--- src/rtl/assert_macros.svh ---
// Assertion macros for the RTL of the settled reading detector.
`ifndef ASSERT_MACROS_SVH
`define ASSERT_MACROS_SVH

// Checked property on i_clk, ignored while reset is asserted.
`define SRD_ASSERT(lbl, prop, msg) \
    lbl: assert property (@(posedge i_clk) disable iff (!i_rst_n) prop) \
        else $error(msg);

// Checked property on i_clk, also evaluated during reset.
`define SRD_ASSERT_ALWAYS(lbl, prop, msg) \
    lbl: assert property (@(posedge i_clk) prop) \
        else $error(msg);

`endif

--- src/rtl/srd_pkg.sv ---
// Package with types and constants of the settled reading detector.
`timescale 1ns / 1ps

package srd_pkg;

    // Ring depth and field widths.
    localparam int RING_SIZE  = 5;
    localparam int SAMPLE_W   = 10;
    localparam int CFG_W      = 10;
    localparam int STATUS_W   = 3;
    localparam int CFG_IDX_W  = 8;
    localparam int IDX_W      = (RING_SIZE > 1) ? $clog2(RING_SIZE) : 1;
    localparam int SUM_W      = SAMPLE_W + IDX_W;

    // Stream data widths, rounded up to whole bytes.
    localparam int IN_TDATA_W  = ((SAMPLE_W + 7) / 8) * 8;
    localparam int OUT_FIELD_W = STATUS_W + SAMPLE_W;
    localparam int OUT_TDATA_W = ((OUT_FIELD_W + 7) / 8) * 8;

    // Division of the ring sum by RING_SIZE through a rounded-up reciprocal.
    // The shift is wide enough that the quotient is exact for every sum.
    localparam int RECIP_SHIFT = SUM_W + IDX_W;
    localparam int RECIP       = ((1 << RECIP_SHIFT) + RING_SIZE - 1) / RING_SIZE;
    localparam int PROD_W      = SUM_W + RECIP_SHIFT;

    // Register reset values.
    localparam logic [CFG_W-1:0] TOLERANCE_RESET = CFG_W'(3);
    localparam logic [CFG_W-1:0] AGREEMENT_RESET = CFG_W'(4);

    // Configuration register indexes.
    localparam logic [CFG_IDX_W-1:0] CFG_TOLERANCE = CFG_IDX_W'(0);
    localparam logic [CFG_IDX_W-1:0] CFG_AGREEMENT = CFG_IDX_W'(1);

    // Result status codes.
    typedef enum logic [STATUS_W-1:0] {
        ST_REF_TAKEN  = 3'd0,
        ST_IDLE       = 3'd1,
        ST_COLLECTING = 3'd2,
        ST_ABORTED    = 3'd3,
        ST_SETTLED    = 3'd4
    } t_status;

    typedef logic [SAMPLE_W-1:0] t_sample;

endpackage

--- src/rtl/settled_reading_detector_core.sv ---
// Top level of the settled reading detector: reference, capture ring and settle check.
//
// Channel     Direction  Handshake                       Content
// s_axis      in         i_s_axis_tvalid/o_s_axis_tready  one converter sample
// m_axis      out        o_m_axis_tvalid/i_m_axis_tready  status and average
// cfg         in         i_cfg_valid/o_cfg_ready          register index and value
//
// One sample is accepted per cycle unless the output stalls; a sample passes the input
// register, then the result register. The ring check (near tests, pairwise spread, sum
// and reciprocal divide) is the one logic stage between those two registers.
// Reset (synchronous, active low) clears the reference, the capture state and the ring.
// A stalled result transaction is held, and the input stalls only while both registers
// are full and the result is not taken.
`timescale 1ns / 1ps
`include "assert_macros.svh"

module settled_reading_detector_core
    import srd_pkg::*;
(
    input  logic                   i_clk,
    input  logic                   i_rst_n,
    // Sample stream
    input  logic                   i_s_axis_tvalid,
    output logic                   o_s_axis_tready,
    input  logic [IN_TDATA_W-1:0]  i_s_axis_tdata,   // [9:0] sample
    // Result stream
    output logic                   o_m_axis_tvalid,
    input  logic                   i_m_axis_tready,
    output logic [OUT_TDATA_W-1:0] o_m_axis_tdata,   // [2:0] status, [12:3] average
    // Configuration writes
    input  logic                   i_cfg_valid,
    output logic                   o_cfg_ready,
    input  logic [CFG_IDX_W-1:0]   i_cfg_index,
    input  logic [CFG_W-1:0]       i_cfg_data
);

    localparam logic [IDX_W-1:0] LAST_IDX = IDX_W'(RING_SIZE - 1);

    // Configuration registers.
    logic [CFG_W-1:0] r_tolerance;
    logic [CFG_W-1:0] r_agreement;

    // Input register.
    logic    r_s1_valid;
    t_sample r_sample;

    // Detector state.
    t_sample          r_reference;
    logic             r_ref_valid;
    logic             r_capturing;
    logic [IDX_W-1:0] r_write_index;
    t_sample          r_ring [RING_SIZE];

    // Next state.
    t_sample          n_reference;
    logic             n_ref_valid;
    logic             n_capturing;
    logic [IDX_W-1:0] n_write_index;
    logic             n_ring_write;
    t_status          n_status;

    // Result register.
    logic                r_out_valid;
    t_status             r_out_status;
    logic [SAMPLE_W-1:0] r_out_average;

    // Stage logic.
    logic                out_free;
    logic                s1_move;
    logic                s_accept;
    logic                near_sample;
    logic [IDX_W-1:0]    cap_idx;
    logic [IDX_W-1:0]    step_idx;
    t_sample             w_ring [RING_SIZE];
    logic [RING_SIZE-1:0] entry_far;
    logic                spread_ok;
    logic                ring_ok;
    logic [SUM_W-1:0]    ring_sum;
    logic [PROD_W-1:0]   avg_prod;
    logic [SAMPLE_W-1:0] ring_avg;

    // Strictly inside (reference - tolerance, reference + tolerance), without wrap.
    function automatic logic is_near(input t_sample x, input t_sample r,
                                     input logic [CFG_W-1:0] t);
        logic [SAMPLE_W:0] x_plus_t;
        logic [SAMPLE_W:0] r_plus_t;
        x_plus_t = {1'b0, x} + {1'b0, t};
        r_plus_t = {1'b0, r} + {1'b0, t};
        return (x_plus_t > {1'b0, r}) && ({1'b0, x} < r_plus_t);
    endfunction

    // Handshake flow through the two registers.
    assign out_free        = !r_out_valid || i_m_axis_tready;
    assign s1_move         = r_s1_valid && out_free;
    assign o_s_axis_tready = !r_s1_valid || out_free;
    assign s_accept        = i_s_axis_tvalid && o_s_axis_tready;
    assign o_cfg_ready     = 1'b1;

    // Configuration register writes; unknown indexes are ignored.
    always_ff @(posedge i_clk) begin
        if (!i_rst_n) begin
            r_tolerance <= TOLERANCE_RESET;
            r_agreement <= AGREEMENT_RESET;
        end else if (i_cfg_valid && o_cfg_ready) begin
            case (i_cfg_index)
                CFG_TOLERANCE: r_tolerance <= i_cfg_data;
                CFG_AGREEMENT: r_agreement <= i_cfg_data;
                default: ;
            endcase
        end
    end

    // Input register.
    always_ff @(posedge i_clk) begin
        if (!i_rst_n) begin
            r_s1_valid <= 1'b0;
        end else if (s_accept) begin
            r_s1_valid <= 1'b1;
        end else if (s1_move) begin
            r_s1_valid <= 1'b0;
        end
    end

    always_ff @(posedge i_clk) begin
        if (s_accept) begin
            r_sample <= i_s_axis_tdata[SAMPLE_W-1:0];
        end
    end

    // Slot that this sample lands in, and the index after it.
    assign near_sample = is_near(r_sample, r_reference, r_tolerance);
    assign cap_idx     = r_capturing ? r_write_index : '0;
    assign step_idx    = (cap_idx == LAST_IDX) ? '0 : cap_idx + 1'b1;

    // Ring as it stands once this sample is written.
    always_comb begin
        for (int i = 0; i < RING_SIZE; i++) begin
            w_ring[i] = (cap_idx == IDX_W'(i)) ? r_sample : r_ring[i];
        end
    end

    // Every entry far from the reference, and no pair further apart than the bound.
    always_comb begin
        logic [SAMPLE_W:0] hi_limit;
        spread_ok = 1'b1;
        for (int i = 0; i < RING_SIZE; i++) begin
            entry_far[i] = !is_near(w_ring[i], r_reference, r_tolerance);
            for (int k = 0; k < RING_SIZE; k++) begin
                hi_limit = {1'b0, w_ring[k]} + {1'b0, r_agreement};
                if ({1'b0, w_ring[i]} > hi_limit) begin
                    spread_ok = 1'b0;
                end
            end
        end
    end

    assign ring_ok = (&entry_far) && spread_ok;

    // Truncated mean of the ring.
    always_comb begin
        ring_sum = '0;
        for (int i = 0; i < RING_SIZE; i++) begin
            ring_sum = ring_sum + SUM_W'(w_ring[i]);
        end
    end

    assign avg_prod = PROD_W'(ring_sum) * PROD_W'(RECIP);
    assign ring_avg = SAMPLE_W'(avg_prod >> RECIP_SHIFT);

    // Next state and status for the sample in the input register.
    always_comb begin
        n_reference   = r_reference;
        n_ref_valid   = r_ref_valid;
        n_capturing   = r_capturing;
        n_write_index = r_write_index;
        n_ring_write  = 1'b0;
        n_status      = ST_IDLE;
        if (!r_ref_valid) begin
            n_reference = r_sample;
            n_ref_valid = 1'b1;
            n_status    = ST_REF_TAKEN;
        end else if (near_sample) begin
            if (r_capturing) begin
                n_capturing = 1'b0;
                n_status    = ST_ABORTED;
            end
        end else begin
            n_ring_write  = 1'b1;
            n_write_index = step_idx;
            n_capturing   = 1'b1;
            n_status      = ST_COLLECTING;
            if (step_idx == LAST_IDX && ring_ok) begin
                n_capturing = 1'b0;
                n_status    = ST_SETTLED;
            end
        end
    end

    // Detector state update.
    always_ff @(posedge i_clk) begin
        if (!i_rst_n) begin
            r_reference   <= '0;
            r_ref_valid   <= 1'b0;
            r_capturing   <= 1'b0;
            r_write_index <= '0;
            for (int i = 0; i < RING_SIZE; i++) begin
                r_ring[i] <= '0;
            end
        end else if (s1_move) begin
            r_reference   <= n_reference;
            r_ref_valid   <= n_ref_valid;
            r_capturing   <= n_capturing;
            r_write_index <= n_write_index;
            if (n_ring_write) begin
                for (int i = 0; i < RING_SIZE; i++) begin
                    r_ring[i] <= w_ring[i];
                end
            end
        end
    end

    // Result register.
    always_ff @(posedge i_clk) begin
        if (!i_rst_n) begin
            r_out_valid <= 1'b0;
        end else if (out_free) begin
            r_out_valid <= r_s1_valid;
        end
    end

    always_ff @(posedge i_clk) begin
        if (s1_move) begin
            r_out_status  <= n_status;
            r_out_average <= (n_status == ST_SETTLED) ? ring_avg : '0;
        end
    end

    assign o_m_axis_tvalid = r_out_valid;
    assign o_m_axis_tdata  = {(OUT_TDATA_W - OUT_FIELD_W)'(0), r_out_average, r_out_status};

    // A capture can only run once a reference exists.
    `SRD_ASSERT(a_capture_needs_ref, r_capturing |-> r_ref_valid, "capture without reference")
    // The write index never leaves the ring.
    `SRD_ASSERT(a_index_in_ring, r_write_index <= LAST_IDX, "write index beyond ring")
    // Both registers full and the output stalled: no new sample may enter.
    `SRD_ASSERT(a_full_stalls_input,
        (r_s1_valid && r_out_valid && !i_m_axis_tready) |-> !o_s_axis_tready,
        "input accepted while pipeline full")
    // The first processed sample becomes the reference.
    `SRD_ASSERT(a_first_sets_ref,
        (i_rst_n && s1_move && !r_ref_valid) |=>
            (r_ref_valid && r_reference == $past(r_sample)),
        "reference not taken from first sample")
    // A settled result closes the capture.
    `SRD_ASSERT(a_settle_ends_capture,
        (i_rst_n && s1_move && n_status == ST_SETTLED) |=> !r_capturing,
        "capture still open after settle")

endmodule
--- config.mk ---
export PLATFORM = sky130hd
export DESIGN_NAME = settled_reading_detector_core
export DESIGN_NICKNAME = d
export VERILOG_FILES = /design/src/rtl/srd_pkg.sv /design/src/rtl/settled_reading_detector_core.sv
export VERILOG_INCLUDE_DIRS = /design/src /design/src/rtl
export SDC_FILE = /design/constraint.sdc
export NUM_CORES = 1
export LEC_CHECK = 0
export ABC_AREA = 1
export BUFFER_PORTS_ARGS = -buffer_cell sky130_fd_sc_hd__clkbuf_2
export CORE_MARGIN = 5
export CORE_UTILIZATION = 41
export DETAILED_ROUTE_END_ITERATION = 10
export PLACE_DENSITY = 0.6
export SLEW_MARGIN = 0
export SYNTH_ARGS = -nofsm -noshare
export SYNTH_HDL_FRONTEND = slang
export SYNTH_SLANG_ARGS = --single-unit
export TNS_END_PERCENT = 50
--- constraint.sdc ---
create_clock -name i_clk -period 13.4 [get_ports i_clk]
set_clock_uncertainty 0.05 [all_clocks]
set_input_delay 1.34 -clock i_clk [delete_from_list [all_inputs] [get_ports i_clk]]
set_output_delay 1.34 -clock i_clk [all_outputs]
set_load 0.03 [all_outputs]
After elaboration in Yosys (flattened, before gate mapping)
Memory sizes are Yosys's and may differ from the RTL's. Cells that the tools add are included.

$add $sub $neg: 17. Multiply operators: 1. Order comparisons: 37. Equality and inequality tests: 7. Mux-type cells: 52. Bitwise operators: 7. Reductions and logical operators: 28.

Operator list (number): $gt A10 B11 Y1 (25); $add A10 B10 Y11 (13); $mux W10 (10); $gt A11 B10 Y1 (6); $lt A10 B11 Y1 (6); $mux W1 (36); $mul A13 B12 Y24 const B (1); $mux W3 (5); $add A12 B10 Y13 (1); $add A13 B10 Y13 (1); $add A11 B10 Y12 (1); $logic_and A1 B1 Y1 (10); $eq A3 B3 Y1 const B (3); $eq A8 B1 Y1 const B (1); $logic_not A8 Y1 (1); $reduce_and A2 Y1 (4); $logic_not A1 Y1 (7); $eq A3 B2 Y1 const B (2); $or A1 B1 Y1 (5); $reduce_and A5 Y1 (1); $add A3 B1 Y3 const B (1); $eq A3 B1 Y1 const B (1); $logic_not A3 Y1 (1); $reduce_and A3 Y1 (1); other kinds (4) (6).

Register bits after elaboration: 60. RAM bits: 50. Bits of input ports: 39. Output and inout port bits: 19. Word-level logic and storage cells: 161. Memories kept: 1.

Memory list: r_ring (words 5, width 10, read ports 5, clocked after Yosys merged registers in 0, wr ports 5, line settled_reading_detector_core.sv:52) `t_sample r_ring [RING_SIZE];`.

Depth between registers and ports, before layout
Depth in word-level cells: 36. Depth in mapped cells: 46. Mapped depth without buffers: 43.

Worst setup path before layout
OpenSTA, ideal clock, no wires.

Path type: flip-flop to flip-flop. Start point: register r_capturing. End point: register r_out_average[7] (data pin). Arrival time: 8.825 ns. Data required time: 13.098 ns. Setup slack: 4.273 ns. Stages on the path, launching flop included: 38. Buffers on the path: 2. Clock period less this slack: 9.127 ns. Cells stage by stage: dfxtp_1 -> buf_6 -> nand2_4 -> ha_1 -> nand3_2 -> clkbuf_1 -> o21ai_0 -> fa_1 -> fa_1 -> inv_1 -> fa_1 -> inv_1 -> ha_1 -> fa_1 -> a21oi_1 -> o21bai_1 -> a21oi_1 -> o21bai_1 -> [2 not listed] -> a21oi_1 -> xor2_1 -> inv_1 -> ha_1 -> fa_1 -> fa_1 -> fa_1 -> fa_1 -> ha_1 -> a21oi_1 -> o21ai_0 -> o21bai_1 -> nand3_1 -> nand2_1 -> a21oi_1 -> xor2_1 -> inv_1 -> nor2_2.

RTL lines: start: declaration (line settled_reading_detector_core.sv:50) `logic r_capturing;`; start signal: assignment (line settled_reading_detector_core.sv:212) `r_capturing <= n_capturing;`; end signal: assignment (line settled_reading_detector_core.sv:234) `r_out_average <= (n_status == ST_SETTLED) ? ring_avg : '0;`; end: declaration (line settled_reading_detector_core.sv:65) `logic [SAMPLE_W-1:0] r_out_average;`.

==> impl_metrics.toml <==
[die]
dieHeight_um = 239
die-width_um = 239
core-area_um2 = 52300
ios = 58
die_area_um2 = 57200
rows = 84
start_util = 0.412

[grt]
grt_max_degree = 48
track_usage = 0.252
grt_pass1_vias = 19300
grt_pass1_wl_um = 112000
overflow = 0
antenna_found_initial = 0

[drt]
wl_per_cell_um = 20.4
route.antenna.remaining_nets = 0
drc = 0
drtIter0Drc = 1386
via_count = 20000
dr.pass1.iters = 5
wl_um = 73500
vias_per_cell = 5.56

[clock_tree]
post_cts_resized = 0
cts_sinks = 110
ctsLongestPathBuffers = 2
post-cts-setup-buffers = 0
clock-root-buffer = "clkbuf_16"
cts_inserted_buffers = 9
cts_hold_buf = 0
htreeDepth = 3
clock_latency_ps = 370
path_clk_slew_ps = 90
cts_tree = "yes"

[setup_path]
crit_top_cell = "fa_1"
end_kind = "flop"
critical_path_class = "flop to flop"
cp-start-kind = "flop"
crit_fanout = 20
crit_arrival_ps = 9900
required_ps = 13460
crit_slowest_cell = "ha_1"
cp_slowest_stage_delay_ps = 740

[cells_and_area]
drive_above_1_share = 0.0612
area.growth.synth_to_final_pct = 7.42
fillers = 5215
antenna_cells = 0
nNetsFinal = 3582

[synth]
ys_warn_count = 0
synth_seq_cells = 110
syn_area_um2 = 21500
yosysSeqAreaShare = 0.136
synthTopCellsByCount = "nand2_1, ha_1, inv_1"
synth_top_area_frac = 0.323
syn_inst = 2821
synth_edf_count = 73
ys_types = 55
synthTopCellsByArea = "ha_1, nand2_1, edfxtp_1, fa_1, inv_1"
synth_top_area_cell = "ha_1"
synth_most_common_cell = "nand2_1"
syn_area_per_cell_um2 = 7.64
asyncSetResetFlopFracSynth = 0
synthFlopType = "edfxtp_1"

[outcome]
outcome = "finished clean"

[timing]
report.final.slew_viol_count = 0
worst_pin_slew_ps = 1090
rsz0062_at_grt = "false"
hold_viol_final = 0
fin_tns_setup_ps = 0
fin_ws_ps = 3560
min_period_over_period = 0.735
setup_viol = 0
layout_min_cycle_time_ps = 9840
slew-limit-headroom = 0.272
fmaxAchievable_ghz = 0.102

[place]
gp_congestion = 0.980
dp_slack_ps = 3670
portBuffers = 47
dp_hpwl_um = 56600

[worst_hold_path]
hp-class = "flop to flop"

[run]
max_cap_violations = 0
-- cell usage in the layout, fill, tap and decap left out, types with 37 or more instances in the layout --
cell,count
nor2_1,165
nand4_1,53
xor2_1,70
buf_4,50
xnor2_1,41
o21ai_0,90
nand2_1,587
ha_1,556
dfxtp_1,37
fa_1,84
o21ai_1,41
inv_1,402
nand3_1,102
edfxtp_1,73
a21oi_1,230
clkbuf_2,47
-- path summary, 6_finish.rpt --
kind / startpoint / endpoint / slack [ps] / cells after the start
hold / removal: o_m_axis_tvalid / o_m_axis_tvalid / 480 / 2
hold reg to reg: o_m_axis_tvalid / o_m_axis_tvalid / 480 / 2
setup / recovery: r_capturing / r_out_average[7] / 3560 / 39
setup reg to reg: r_capturing / r_out_average[7] / 3560 / 39
-- cell families (layout without fill, tap and decap cells) --
family / Yosys count / count (layout) / share of synthesized area
buffers and inverters: 444 / 529 / 0.0811
AO/OA/AOI/OAI: 504 / 504 / 0.134
adder cells (fa/ha/maj): 640 / 640 / 0.401
flip-flops: 110 / 110 / 0.136
other: 2 / 4 / 0.000349
AND/OR/NAND/NOR: 1010 / 1010 / 0.202
XOR/XNOR: 111 / 111 / 0.0451
-- layer usage --
| layer | track usage | routed length (µm) | up-vias |
|---|---|---|---|
| met5 | 0 | 0 | - |
| met4 | 0.105 | 3710 | 0 |
| met3 | 0.0358 | 5510 | 181 |
| met2 | 0.412 | 32600 | 715 |
| met1 | 0.335 | 31700 | 9321 |
| li1 | - | - | 9778 |
-- through the flow --
stage / utilization / cell area, µm² / hold slack, ps / std cells
after CTS: 0.442 / 23100 / 476 / 3596
final: 0.442 / 23100 / 475 / 3596
after detailed placement: 0.436 / 22800 / 462 / 3580
after floorplan: - / 21500 / 447 / 2823
after global routing: 0.442 / 23100 / 502 / 3596
after global placement: 0.436 / 22800 / 446 / 3580
-- critical path, delay by kind of cell, from the launching register on --
kind / cells / cell delay (ps)
AO/OA/AOI/OAI: 12 / 2170
XOR/XNOR: 1 / 150
adder cells (fa/ha/maj): 10 / 4730
buffers and inverters: 4 / 490
flip-flops: 1 / 550
AND/OR/NAND/NOR: 12 / 1450
-- cell type report --
class | count | area, µm² | area share
clock buffers | 9 | 225 | 0.00973
clock inverters | 7 | 76.3 | 0.00330
inverters | 416 | 1560 | 0.0675
multi-input cells | 2269 | 16900 | 0.729
flip-flops and latches | 110 | 2930 | 0.127
well taps | 688 | 861 | 0.0372
repair buffers | 97 | 611 | 0.0264
-- state kept, by name (all words and copies together), names as in the netlist --
signal	cells
r_agreement	10
r_capturing	1
r_sample	10
r_s1_valid	1
r_reference	10
r_out_average	10
r_ring	50
r_write_index	3
r_tolerance	10
o_m_axis_tvalid	1
r_out_status	3
r_ref_valid	1
Power is not shown: default switching activity piles up to over one toggle a cycle in this logic, so the estimate is an artifact.
